### config.mk
export PLATFORM = sky130hd
export DESIGN_NAME = multiset_count_table
export DESIGN_NICKNAME = d
export VERILOG_FILES = /design/src/design/msct_pkg.sv /design/src/design/msct_ram.sv /design/src/design/msct_ctrl.sv /design/src/design/msct_dp.sv /design/src/design/multiset_count_table.sv
export SDC_FILE = /design/constraint.sdc
export NUM_CORES = 2
export LEC_CHECK = 0
export BUFFER_PORTS_ARGS = -buffer_cell sky130_fd_sc_hd__buf_2
export CAP_MARGIN = 20
export CELL_PAD_IN_SITES_DETAIL_PLACEMENT = 1
export CELL_PAD_IN_SITES_GLOBAL_PLACEMENT = 2
export CORE_UTILIZATION = 49
export CTS_BUF_LIST = sky130_fd_sc_hd__clkbuf_4 sky130_fd_sc_hd__clkbuf_8
export DETAILED_ROUTE_END_ITERATION = 12
export GPL_TIMING_DRIVEN = 0
export PLACE_DENSITY_LB_ADDON = 0.1
export SYNTH_ARGS = -nofsm -noshare
export SYNTH_HDL_FRONTEND = slang
export SYNTH_SLANG_ARGS = --single-unit
### constraint.sdc
create_clock -name clock -period 6 [get_ports clock]
set_clock_uncertainty 0.2 [all_clocks]
set_input_delay 0 -clock clock [delete_from_list [all_inputs] [get_ports clock]]
set_output_delay 0 -clock clock [all_outputs]
set_load 0.005 [all_outputs]
### src/design/msct_pkg.sv
// -----------------------------------------------------------------------------
// msct_pkg: shared types and constants
// Operation codes, field widths and the command and status bundles that
// connect the controller to the datapath.
// -----------------------------------------------------------------------------
package msct_pkg;

   localparam int OP_W    = 3;
   localparam int VALUE_W = 32;
   localparam int COUNT_W = 7;

   localparam logic [OP_W-1:0] OP_INSERT  = 3'd0;
   localparam logic [OP_W-1:0] OP_REMOVE  = 3'd1;
   localparam logic [OP_W-1:0] OP_COUNT   = 3'd2;
   localparam logic [OP_W-1:0] OP_RESTART = 3'd3;
   localparam logic [OP_W-1:0] OP_STEP    = 3'd4;
   localparam logic [OP_W-1:0] OP_READ    = 3'd5;

   // Commands from the controller to the datapath.
   typedef struct packed {
      logic load;     // capture the accepted request
      logic scan;     // one step of the walk over the stored entries
      logic fetch;    // read the entry under the iterator
      logic finish;   // commit state updates and load the response register
   } cmd_type;

   // Status from the datapath to the controller.
   typedef struct packed {
      logic req_scan;   // incoming request walks the store
      logic req_fetch;  // incoming request needs a store read first
      logic scan_done;  // walk finished, last read data consumed
      logic rsp_free;   // response register can take a new result
   } status_type;

endpackage

### src/design/msct_ram.sv
// -----------------------------------------------------------------------------
// msct_ram: generic simple dual-port RAM
// One write port and one read port, read data registered on read enable.
// -----------------------------------------------------------------------------
module msct_ram #(
   parameter int WIDTH = 32,
   parameter int DEPTH = 64
) (
   input  logic                     clock,
   input  logic                     wr_en,
   input  logic [$clog2(DEPTH)-1:0] wr_addr,
   input  logic [WIDTH-1:0]         wr_data,
   input  logic                     rd_en,
   input  logic [$clog2(DEPTH)-1:0] rd_addr,
   output logic [WIDTH-1:0]         rd_data
);

   logic [WIDTH-1:0] mem_ff [DEPTH];
   logic [WIDTH-1:0] rd_data_ff;

   always_ff @(posedge clock) begin
      if (wr_en) begin
         mem_ff[wr_addr] <= wr_data;
      end
      if (rd_en) begin
         rd_data_ff <= mem_ff[rd_addr];
      end
   end

   assign rd_data = rd_data_ff;

endmodule

### src/design/msct_ctrl.sv
// -----------------------------------------------------------------------------
// msct_ctrl: sequencing controller
// Accepts one request at a time, runs the store walk or the iterator read
// and hands the result to the response register.
// -----------------------------------------------------------------------------
module msct_ctrl (
   input  logic                  clock,
   input  logic                  reset,
   input  logic                  req_valid,
   output logic                  req_ready,
   input  msct_pkg::status_type  st,
   output msct_pkg::cmd_type     cmd
);
   import msct_pkg::*;

   typedef enum logic [3:0] {
      ST_IDLE  = 4'b0001,
      ST_SCAN  = 4'b0010,
      ST_FETCH = 4'b0100,
      ST_RESP  = 4'b1000
   } state_type;

   state_type state_ff;
   state_type state_in;

   always_comb begin
      state_in   = state_ff;
      req_ready  = 1'b0;
      cmd        = '0;
      case (state_ff)
         ST_IDLE: begin
            req_ready = 1'b1;
            if (req_valid) begin
               cmd.load = 1'b1;
               if (st.req_scan) begin
                  state_in = ST_SCAN;
               end else if (st.req_fetch) begin
                  state_in = ST_FETCH;
               end else begin
                  state_in = ST_RESP;
               end
            end
         end
         ST_SCAN: begin
            if (st.scan_done) begin
               state_in = ST_RESP;
            end else begin
               cmd.scan = 1'b1;
            end
         end
         ST_FETCH: begin
            cmd.fetch = 1'b1;
            state_in  = ST_RESP;
         end
         ST_RESP: begin
            // Hold the result until the response register has drained.
            if (st.rsp_free) begin
               cmd.finish = 1'b1;
               state_in   = ST_IDLE;
            end
         end
         default: begin
            state_in = ST_IDLE;
         end
      endcase
   end

   always_ff @(posedge clock) begin
      if (reset) begin
         state_ff <= ST_IDLE;
      end else begin
         state_ff <= state_in;
      end
   end

   a_fetch_then_resp: assert property (@(posedge clock) disable iff (reset)
      cmd.fetch |=> state_ff == ST_RESP)
      else $error("iterator read did not proceed to the response state");

endmodule

### src/design/msct_dp.sv
// -----------------------------------------------------------------------------
// msct_dp: datapath
// Entry store, entry count, iterator, walk counters and response register.
// -----------------------------------------------------------------------------
module msct_dp #(
   parameter int CAPACITY = 64
) (
   input  logic                                clock,
   input  logic                                reset,
   input  msct_pkg::cmd_type                   cmd,
   output msct_pkg::status_type                st,
   input  logic [msct_pkg::OP_W-1:0]           req_op,
   input  logic signed [msct_pkg::VALUE_W-1:0] req_item_value,
   output logic                                rsp_valid,
   input  logic                                rsp_ready,
   output logic                                rsp_ok,
   output logic [msct_pkg::COUNT_W-1:0]        rsp_match_count,
   output logic signed [msct_pkg::VALUE_W-1:0] rsp_read_value,
   output logic                                rsp_at_end
);
   import msct_pkg::*;

   localparam int ADDR_W = $clog2(CAPACITY);
   localparam int CNT_W  = $clog2(CAPACITY + 1);

   logic [OP_W-1:0]    op_ff;
   logic [VALUE_W-1:0] val_ff;
   logic [CNT_W-1:0]   total_ff, total_in;
   logic [CNT_W-1:0]   iter_ff, iter_in;
   logic [CNT_W-1:0]   rd_idx_ff, rd_idx_in;
   logic [CNT_W-1:0]   keep_ff, keep_in;
   logic [CNT_W-1:0]   hit_ff, hit_in;
   logic               pend_ff, pend_in;

   logic               rsp_valid_ff, rsp_valid_in;
   logic               rsp_ok_ff, rsp_ok_in;
   logic [COUNT_W-1:0] rsp_count_ff, rsp_count_in;
   logic [VALUE_W-1:0] rsp_read_ff, rsp_read_in;
   logic               rsp_at_end_ff, rsp_at_end_in;

   logic               ram_wr_en;
   logic [ADDR_W-1:0]  ram_wr_addr;
   logic [VALUE_W-1:0] ram_wr_data;
   logic               ram_rd_en;
   logic [ADDR_W-1:0]  ram_rd_addr;
   logic [VALUE_W-1:0] ram_rd_data;

   logic [CNT_W-1:0]   iter_m1;
   logic               full;
   logic               more;
   logic               hit_now;
   logic               keep_wr;
   logic               ins_wr;

   assign iter_m1 = iter_ff - 1'b1;
   assign full    = total_ff == CNT_W'(CAPACITY);
   assign more    = rd_idx_ff < total_ff;
   assign hit_now = ram_rd_data == val_ff;
   assign keep_wr = cmd.scan && pend_ff && !hit_now && (op_ff == OP_REMOVE);
   assign ins_wr  = cmd.finish && (op_ff == OP_INSERT) && !full;

   assign st.req_scan  = (req_op == OP_REMOVE) || (req_op == OP_COUNT);
   assign st.req_fetch = (req_op == OP_READ) && (iter_ff != '0);
   assign st.scan_done = !more && !pend_ff;
   assign st.rsp_free  = !rsp_valid_ff || rsp_ready;

   // Survivors of a remove are written back at the keep index, which never
   // passes the read index, so the walk compacts the store in place.
   assign ram_wr_en   = keep_wr || ins_wr;
   assign ram_wr_addr = ins_wr ? total_ff[ADDR_W-1:0] : keep_ff[ADDR_W-1:0];
   assign ram_wr_data = ins_wr ? val_ff : ram_rd_data;
   assign ram_rd_en   = (cmd.scan && more) || cmd.fetch;
   assign ram_rd_addr = cmd.fetch ? iter_m1[ADDR_W-1:0] : rd_idx_ff[ADDR_W-1:0];

   msct_ram #(
      .WIDTH (VALUE_W),
      .DEPTH (CAPACITY)
   ) u_store (
      .clock   (clock),
      .wr_en   (ram_wr_en),
      .wr_addr (ram_wr_addr),
      .wr_data (ram_wr_data),
      .rd_en   (ram_rd_en),
      .rd_addr (ram_rd_addr),
      .rd_data (ram_rd_data)
   );

   // Walk counters.
   always_comb begin
      rd_idx_in = rd_idx_ff;
      keep_in   = keep_ff;
      hit_in    = hit_ff;
      pend_in   = pend_ff;
      if (cmd.load) begin
         rd_idx_in = '0;
         keep_in   = '0;
         hit_in    = '0;
         pend_in   = 1'b0;
      end else if (cmd.scan) begin
         pend_in = more;
         if (more) begin
            rd_idx_in = rd_idx_ff + 1'b1;
         end
         if (pend_ff) begin
            if (hit_now) begin
               hit_in = hit_ff + 1'b1;
            end else begin
               keep_in = keep_ff + 1'b1;
            end
         end
      end
   end

   // Commit and result.
   always_comb begin
      total_in      = total_ff;
      iter_in       = iter_ff;
      rsp_valid_in  = rsp_valid_ff && !rsp_ready;
      rsp_ok_in     = rsp_ok_ff;
      rsp_count_in  = rsp_count_ff;
      rsp_read_in   = rsp_read_ff;
      rsp_at_end_in = rsp_at_end_ff;
      if (cmd.finish) begin
         rsp_valid_in = 1'b1;
         rsp_ok_in    = 1'b1;
         rsp_count_in = '0;
         rsp_read_in  = '0;
         case (op_ff)
            OP_INSERT: begin
               if (full) begin
                  rsp_ok_in = 1'b0;
               end else begin
                  total_in = total_ff + 1'b1;
               end
            end
            OP_REMOVE: begin
               total_in     = keep_ff;
               iter_in      = '0;
               rsp_count_in = COUNT_W'(hit_ff);
            end
            OP_COUNT: begin
               rsp_count_in = COUNT_W'(hit_ff);
            end
            OP_RESTART: begin
               iter_in = total_ff;
            end
            OP_STEP: begin
               if (iter_ff != '0) begin
                  iter_in = iter_m1;
               end
            end
            OP_READ: begin
               if (iter_ff != '0) begin
                  rsp_read_in = ram_rd_data;
               end
            end
            default: begin
               rsp_ok_in = 1'b0;
            end
         endcase
         rsp_at_end_in = iter_in == '0;
      end
   end

   always_ff @(posedge clock) begin
      if (reset) begin
         total_ff     <= '0;
         iter_ff      <= '0;
         pend_ff      <= 1'b0;
         rsp_valid_ff <= 1'b0;
      end else begin
         total_ff     <= total_in;
         iter_ff      <= iter_in;
         pend_ff      <= pend_in;
         rsp_valid_ff <= rsp_valid_in;
      end
   end

   always_ff @(posedge clock) begin
      if (cmd.load) begin
         op_ff  <= req_op;
         val_ff <= req_item_value;
      end
      rd_idx_ff     <= rd_idx_in;
      keep_ff       <= keep_in;
      hit_ff        <= hit_in;
      rsp_ok_ff     <= rsp_ok_in;
      rsp_count_ff  <= rsp_count_in;
      rsp_read_ff   <= rsp_read_in;
      rsp_at_end_ff <= rsp_at_end_in;
   end

   assign rsp_valid       = rsp_valid_ff;
   assign rsp_ok          = rsp_ok_ff;
   assign rsp_match_count = rsp_count_ff;
   assign rsp_read_value  = rsp_read_ff;
   assign rsp_at_end      = rsp_at_end_ff;

   a_total_bound: assert property (@(posedge clock) disable iff (reset)
      total_ff <= CNT_W'(CAPACITY))
      else $error("entry count exceeds capacity");

   a_iter_bound: assert property (@(posedge clock) disable iff (reset)
      iter_ff <= total_ff)
      else $error("iterator points past the newest entry");

   a_remove_ends_iter: assert property (@(posedge clock) disable iff (reset)
      cmd.finish && (op_ff == OP_REMOVE) |=> rsp_valid_ff && rsp_at_end_ff)
      else $error("remove left the iterator on an entry");

endmodule

### src/design/multiset_count_table.sv
// -----------------------------------------------------------------------------
// multiset_count_table: bounded multiset of signed 32-bit values
// Insert, remove-all, count and a newest-first iterator over a RAM store.
//
//   Channel   Direction   Handshake               Payload
//   req_      in          req_valid / req_ready   req_op, req_item_value
//   rsp_      out         rsp_valid / rsp_ready   rsp_ok, rsp_match_count,
//                                                 rsp_read_value, rsp_at_end
//
// One request is in flight at a time. Insert, restart, step, unknown codes
// and an iterator read at the end go straight to the response state; any
// other iterator read first reads the store. Remove and count walk the
// store at one RAM read per cycle, then compare the last word and see the
// walk finish before the response state. The result sits in an output
// register, so a stalled response delays only the commit of the following
// request. Reset empties the store and parks the iterator at the end; no
// clearing pass is needed.
// -----------------------------------------------------------------------------
module multiset_count_table #(
   parameter int CAPACITY = 64
) (
   input  logic                                clock,
   input  logic                                reset,
   input  logic                                req_valid,
   output logic                                req_ready,
   input  logic [msct_pkg::OP_W-1:0]           req_op,
   input  logic signed [msct_pkg::VALUE_W-1:0] req_item_value,
   output logic                                rsp_valid,
   input  logic                                rsp_ready,
   output logic                                rsp_ok,
   output logic [msct_pkg::COUNT_W-1:0]        rsp_match_count,
   output logic signed [msct_pkg::VALUE_W-1:0] rsp_read_value,
   output logic                                rsp_at_end
);
   import msct_pkg::*;

   cmd_type    cmd;
   status_type st;

   msct_ctrl u_ctrl (
      .clock     (clock),
      .reset     (reset),
      .req_valid (req_valid),
      .req_ready (req_ready),
      .st        (st),
      .cmd       (cmd)
   );

   msct_dp #(
      .CAPACITY (CAPACITY)
   ) u_dp (
      .clock           (clock),
      .reset           (reset),
      .cmd             (cmd),
      .st              (st),
      .req_op          (req_op),
      .req_item_value  (req_item_value),
      .rsp_valid       (rsp_valid),
      .rsp_ready       (rsp_ready),
      .rsp_ok          (rsp_ok),
      .rsp_match_count (rsp_match_count),
      .rsp_read_value  (rsp_read_value),
      .rsp_at_end      (rsp_at_end)
   );

endmodule
# Word-level counts from Yosys, hierarchy flattened
# Memories as Yosys holds them, arrays and structs flattened. A register that Yosys moved wholly into a read port is not among the register bits.
# Index checks and enable logic that the tools add are counted.
dict set report word_totals {
  ram_bits 2048
  mem_count 1
  out_inout_bits 43
  in_bits 39
  register_bits 117
  wordCells 99
}
# memory words width read_ports rd_ports_with_merged_regs wr line
set memory_table {}
lappend memory_table {u_dp.u_store.mem_ff 64 32 1 1 1 msct_ram.sv:18} ;# logic [WIDTH-1:0] mem_ff [DEPTH];
dict set report classes {
  eq_ne 18
  n_reduce_logical 32
  magnitude_cmp 1
  n_mux 27
  n_addsub 5
  n_bitwise 1
}
# cell count
set ops {}
lappend ops {{32-bit == test} 1}
lappend ops {{32-bit two-way mux} 1}
lappend ops {{7-bit by 1-bit adder with 7-bit output, second input constant} 4}
lappend ops {{7-bit two-way mux} 3}
lappend ops {{7-bit case mux with 3 select lines} 1}
lappend ops {{4-bit two-way mux} 5}
lappend ops {{4-bit case mux with 4 select lines} 1}
lappend ops {{7-bit case mux with 2 select lines} 1}
lappend ops {{1-bit two-way mux} 12}
lappend ops {{6-bit two-way mux} 2}
lappend ops {{3-bit AND reduction} 4}
lappend ops {{3-bit by 2-bit == test with 1-bit output, second input constant} 3}
lappend ops {{3-bit == test, second input constant} 3}
lappend ops {{1-bit logical AND} 9}
lappend ops {{2-bit != test, second input constant} 4}
lappend ops {{7-bit == test, second input constant} 1}
lappend ops {{7-bit zero test} 1}
lappend ops {{7-bit < comparator} 1}
lappend ops {{7-bit nonzero test} 1}
lappend ops {{7-bit by 1-bit subtractor with 7-bit output, second input constant} 1}
lappend ops {{3-bit by 1-bit == test with 1-bit output, second input constant} 2}
lappend ops {{1-bit zero test} 6}
lappend ops {{5-bit OR reduction} 1}
lappend ops {{4-bit by 1-bit == test with 1-bit output, second input constant} 1}
lappend ops {{other kinds (10)} 15}

# Depth between registers and ports, before layout
dict set report depth {
  depth_word 11
  mapped_depth 14
  depth_no_buf 9
}

# Hierarchy
# A second synthesis with hierarchy kept.
dict set report hier_totals {
  cells_unflattened 3879
  area_unflattened_um2 84976.5
}
# mod instances area_per_inst_um2 cells_each seq_area_each_um2
set by_module_without_submodules {}
lappend by_module_without_submodules {msct_ram 1 78835.6 3324 62459.9}
lappend by_module_without_submodules {msct_dp 1 5776.8 515 3022.9}
lappend by_module_without_submodules {msct_ctrl 1 364.1 40 80.1}

# Least setup slack after synthesis
# No wires, ideal clock.
dict set report synth_path {
  path_kind {register to register}
  startpoint {register u_ctrl.state_ff[1]}
  endpoint {memory u_dp.u_store.mem_ff[50][0], enable pin}
  stages_incl_launch_ff 9
  period_less_slack_ps 4835
  required_ps 5339
  arrival_time_ps 4174
  path_slack_ps 1165
  n_path_buf 3
  setup_time_ps 461
  path_cell_list {dfxtp_1 nor2_1 and4b_1 clkbuf_1 nand3_1 clkbuf_1 clkbuf_1 o32a_1 nor3_1}
}
dict set report synth_between {
  elab_chain_len 8
  elab_cells_between_ends 13
  classes_between {eq/ne (2); mux (5); reduce/logical (6)}
}
# item line
set synth_lines {}
lappend synth_lines {{from (decl)} msct_ctrl.sv:23} ;# state_type state_ff;
lappend synth_lines {{from (signal assigned)} msct_ctrl.sv:72} ;# state_ff <= state_in;
lappend synth_lines {{4-bit by 2-bit == test with 1-bit output} msct_ctrl.sv:30} ;# case (state_ff)
lappend synth_lines {{1-bit two-way mux} msct_ctrl.sv:30}
lappend synth_lines {{1-bit logical AND (3 in a row)} msct_dp.sv:59} ;# assign keep_wr = cmd.scan && pend_ff && !hit_now && (op_ff == OP_REMOVE);
lappend synth_lines {{1-bit logical OR} msct_dp.sv:69} ;# assign ram_wr_en = keep_wr || ins_wr;
lappend synth_lines {{1-bit two-way mux} msct_ram.sv:22} ;# if (wr_en) begin
lappend synth_lines {{1-bit two-way mux (implied by the code)} msct_ram.sv:23} ;# mem_ff[wr_addr] <= wr_data;
lappend synth_lines {{to (decl)} msct_ram.sv:18}
# Parallel ways exist; a longest one is shown, timed or not.

# Worst setup path in the final report
dict set report layout_path {
  startpoint {register u_ctrl.state_ff[2]}
  endpoint {register u_dp.u_store.rd_data_ff[29], in the netlist u_dp.u_store.rd_data[29] (read register of u_dp.u_store.mem_ff) (data pin)}
}
dict set report layout_between {
  elab_chain_len 4
  elab_cells_between_ends 7
  classes_between {eq/ne (2); mux (3); reduce/logical (2)}
}
# item line
set layout_lines {}
lappend layout_lines {{4-bit by 2-bit == test with 1-bit output} msct_ctrl.sv:30}
lappend layout_lines {{1-bit two-way mux} msct_ctrl.sv:30}
lappend layout_lines {{1-bit logical AND} msct_dp.sv:72} ;# assign ram_rd_en = (cmd.scan && more) || cmd.fetch;
lappend layout_lines {{1-bit logical OR} msct_dp.sv:72}
lappend layout_lines {{to (decl)} msct_ram.sv:19} ;# logic [WIDTH-1:0] rd_data_ff;
# Parallel ways exist; a longest one is shown, timed or not.
# A chain may end at the register's enable or synchronous reset.

==> Flow_metrics.wiki <==
{| class="wikitable"
! Metric !! Value
|-
| Final nets || 6,471
|-
| Share of the clock period used by the worst path after layout || 1.01
|-
| Count of antenna-violating nets left after detailed routing || 0
|-
| Cell family with the largest share of critical-path delay || buffers and inverters
|-
| Instance count of the mapped netlist || 5,638
|-
| Register area share after synthesis || 0.752
|-
| Net count after synthesis || 5,689
|-
| Routed WL || 302,000 um
|-
| Via count of the first global-routing pass || 55,600
|-
| CTS buffer count || 376
|-
| Core Util, Final || 0.580
|-
| Data arrival at the endpoint of the critical path || 6.62 ns
|-
| Placer Congestion || 0.916
|-
| Count of buffers from port buffering || 80
|-
| Area added between synthesis and finish || 17.4%
|-
| Clock transition at the register clock pins on the worst setup and hold paths after CTS || 0.06 ns
|-
| Clock latency on the worst-skew pair || 1.07 ns
|-
| Total number of placement rows || 154
|-
| Launching element type of the critical path || flip-flop
|-
| Main synth FF type || edfxtp_1
|-
| Worst-path maximum fanout || 11
|-
| Root Buffer || clkbuf_8
|-
| Post-Synthesis Mean Instance Area || 15.5 um^2
|-
| Maximum number of pins on one net before global-route repair || 65
|-
| Global-route wire length before repair || 419,000 um
|-
| Met3 wire length || 29,200 um
|-
| Slowest library cell on the worst path || clkbuf_1
|-
| Most numerous cell types in the synthesized netlist || edfxtp_1, nand2_1, nand3_1
|-
| Result of the run || complete, but fails checks
|-
| Count of flip-flops with a built-in enable after synthesis || 2,156
|-
| Largest stage delay on the critical path || 0.80 ns
|-
| Initial antenna violation count || 40
|-
| TritonCTS clock tree || built
|-
| Overall via count from detail_route || 55,500
|-
| Number of max-slew violations in the final report || 0
|-
| Unique masters post-synth || 67
|-
| Cell with the most instances after synthesis || edfxtp_1
|-
| Ranking of synthesized cells by area || edfxtp_1, mux2i_1, nand2_1, mux4_2, nand3_1
|-
| Per-cell routed wire length || 33.4 um
|-
| Via density || 6.14
|-
| Worst Setup Slack, final || -0.0322 ns
|-
| Clock period minus worst slack || 6.03 ns
|-
| Critical Path End Type || flip-flop
|-
| Clock sink total || 2,197
|-
| Routed met2 length || 136,000 um
|-
| Filler cell count || 16,500
|-
| Final-layout worst hold slack || 0.116 ns
|-
| Net load switching power || 6.49 mW
|-
| Critical Path, Cell by Cell || nor4b_1 -> buf_4 -> mux2i_4 -> buf_2 -> buf_2 -> buf_4 -> clkbuf_1 -> nand3_1 -> nand3_1 -> o2111ai_1 -> and4_1
|-
| Number of buffers and inverters on the critical path || 5
|-
| Cell type with the largest total area after synthesis || edfxtp_1
|-
| Residual DRC || 20
|-
| Number of buffers added for setup after CTS || 0
|-
| Highest clock frequency the design can meet || 0.166 GHz
|-
| Synthesis warning total || 0
|-
| M1 wire length || 122,000 um
|-
| Static Leakage || 34.3 nW
|-
| Slew @ Worst Pin || 1.31 ns
|-
| Worst EP required || 6.59 ns
|-
| Max Used Layer || met5
|-
| Max cap viols || 0
|-
| Worst-case clock buffer depth || 4
|-
| CTS HTree Levels || 5
|-
| Setup repair after global routing missed its margin || no
|-
| Overall overflow remaining after global route || 0
|-
| Kind of critical path || flip-flop to flip-flop
|-
| First-pass iteration count of the detailed router || 13
|-
| Half-perimeter wire length after placement || 207,000 um
|-
| Clock power share || 0.426
|-
| Area of the die || 0.180 mm^2
|-
| Switching portion of total power || 0.215
|-
| Core region area || 0.176 mm^2
|-
| Seq pwr share || 0.556
|-
| Post-synth top area share || 0.742
|-
| Multi-input gate area || 0.0208 mm^2
|-
| Rel. slew slack || 0.121
|-
| Combined area of all synthesized cells || 0.0872 mm^2
|-
| Global routing usage summed across all routing layers || 0.334
|-
| Endpoints failing setup || 1
|-
| Largest voltage drop on the vdd net || 0.270 mV
|-
| Final hold violation count || 0
|-
| Number of design-rule violations left by the first detailed-router iteration || 6,984
|-
| Boundary Pins || 82
|-
| Width of the chip || 424 um
|-
| Height of the die || 424 um
|-
| Violated checks || DRC, setup timing
|-
| Initial standard-cell utilization of the core || 0.494
|-
| Power density cells || 295 mW/mm^2
|-
| Share of layout cells above drive strength 1 || 0.187
|-
| Post-synthesis sequential element count || 2,197
|-
| HP Class || primary input to flip-flop
|-
| Combinational share of power || 0.018
|-
| Sequential standard cell area || 0.0656 mm^2
|-
| Power consumption || 30.2 mW
|-
| Share of flip-flops with an asynchronous set or reset || 0
|-
| Internal Dissipation || 23.7 mW
|}
## power by group through the flow
| stage | sequential, mW | clock [mW] | combinational, mW |
|---|---|---|---|
| finish | 16.8 | 12.9 | 0.555 |
| global route | 16.8 | 13.6 | 0.581 |
| CTS | 16.8 | 12.9 | 0.537 |
| detailed placement | 17.1 | 0 | 0.483 |
| global placement | 17.1 | 0 | 0.436 |
| floorplan | 17.1 | 0 | 0.238 |
## sequential cells by signal (all words and copies together) (netlist names)
register,cells
u_dp.u_store.mem_ff,2048
u_dp.rsp_read_value,32
u_dp.u_store.rd_data,32
u_dp.val_ff,32
u_dp.hit_ff,7
u_dp.iter_ff,7
u_dp.keep_ff,7
u_dp.rd_idx_ff,7
u_dp.rsp_match_count,7
u_dp.total_ff,7
u_ctrl.state_ff,4
u_dp.op_ff,3
u_dp.pend_ff,1
u_dp.rsp_at_end,1
u_dp.rsp_ok,1
u_dp.rsp_valid,1
## final cells by class
cell class,instances,area share
Sequential cell,2197,0.640
Antenna cell,30,0.000733
Clock buffer,496,0.0602
Multi-Input combinational cell,3069,0.203
Clock inverter,138,0.00667
Inverter,25,0.000917
Timing Repair Buffer,405,0.0441
Tap cell,2340,0.0286
Buffer,346,0.0155
## worst min-delay path, cell delays in order
cell,delay [ns]
dlygate4sd3_1,0.54
buf_2,0.12
dlygate4sd3_1,0.58
## kinds of logic (layout without fill, tap and decap cells)
group           after synthesis  count (layout)  share of synthesized area
flops                      2197            2197                      0.752
simple gates               2025            2025                      0.103
mux                         608             608                     0.0891
compound gates              374             374                     0.0308
buf+inv                     372            1410                     0.0192
xor+xnor                     50              50                    0.00502
fa+ha+maj                    12              12                    0.00172
other cells                   0              30                          0
## cells in the final DEF (no fill, tap or decap), drive strengths merged, types with 7 or more instances in the layout
master,n
clkinv,130
nand3,566
inv,26
mux2i,473
clkbuf,685
ha,12
edfxtp,2156
nand4,37
a211oi,12
nor2,88
nor4,7
a32oi,88
o211ai,15
and3,32
nand2b,9
nand2,1139
and4,32
and2,43
xnor2,42
mux4,132
a21oi,41
o2111ai,24
diode,30
a31oi,88
nor3,49
o21ai,42
dfxtp,41
o31ai,11
xor2,8
buf,454
a221oi,8
dlygate4sd3,108
## routing by layer
layer | vias to the layer above | track usage
met5 | - | 0
met2 | 2787 | 0.503
met1 | 29000 | 0.463
met3 | 579 | 0.0777
li1 | 23200 | -
met4 | 14 | 0.154
## what timing repair did
action                                  4_1_cts  5_1_grt
resized for setup                            16        7
pin swaps                                     0        0
hold buffers                                108        0
endpoints found under the setup margin       10       11
endpoints found under the hold margin       102        0
## metrics by stage
step | instances | setup TNS [ns] | worst slack, ns | cell area [um^2]
final | 9046 | -0.0322 | -0.0322 | 102000
after floorplan | 5638 | 0 | 1.16 | 87200
after CTS | 9012 | 0 | 0.00989 | 102000
after global routing | 9035 | 0 | 0.00792 | 102000
after detailed placement | 8270 | -1.52 | -0.221 | 94200
after global placement | 8058 | -2770.78 | -2.77 | 90600
## path summary, 6_finish.rpt
path                            slack (ns)                            endpoint  cells past startpoint                       startpoint
worst min-delay path                  0.12           u_dp.val_ff[18]$_DFFE_PP_                      3               req_item_value[18]
worst min register to register        0.30         u_dp.hit_ff[6]$_SDFFE_PP0P_                      2      u_dp.hit_ff[6]$_SDFFE_PP0P_
worst max register to register       -0.03  u_dp.u_store.rd_data[29]$_DFFE_PP_                     11  u_ctrl.state_ff[2]$_SDFFE_PP0P_
worst max-delay path                 -0.03  u_dp.u_store.rd_data[29]$_DFFE_PP_                     11  u_ctrl.state_ff[2]$_SDFFE_PP0P_
(Power assumes the default switching activity.)
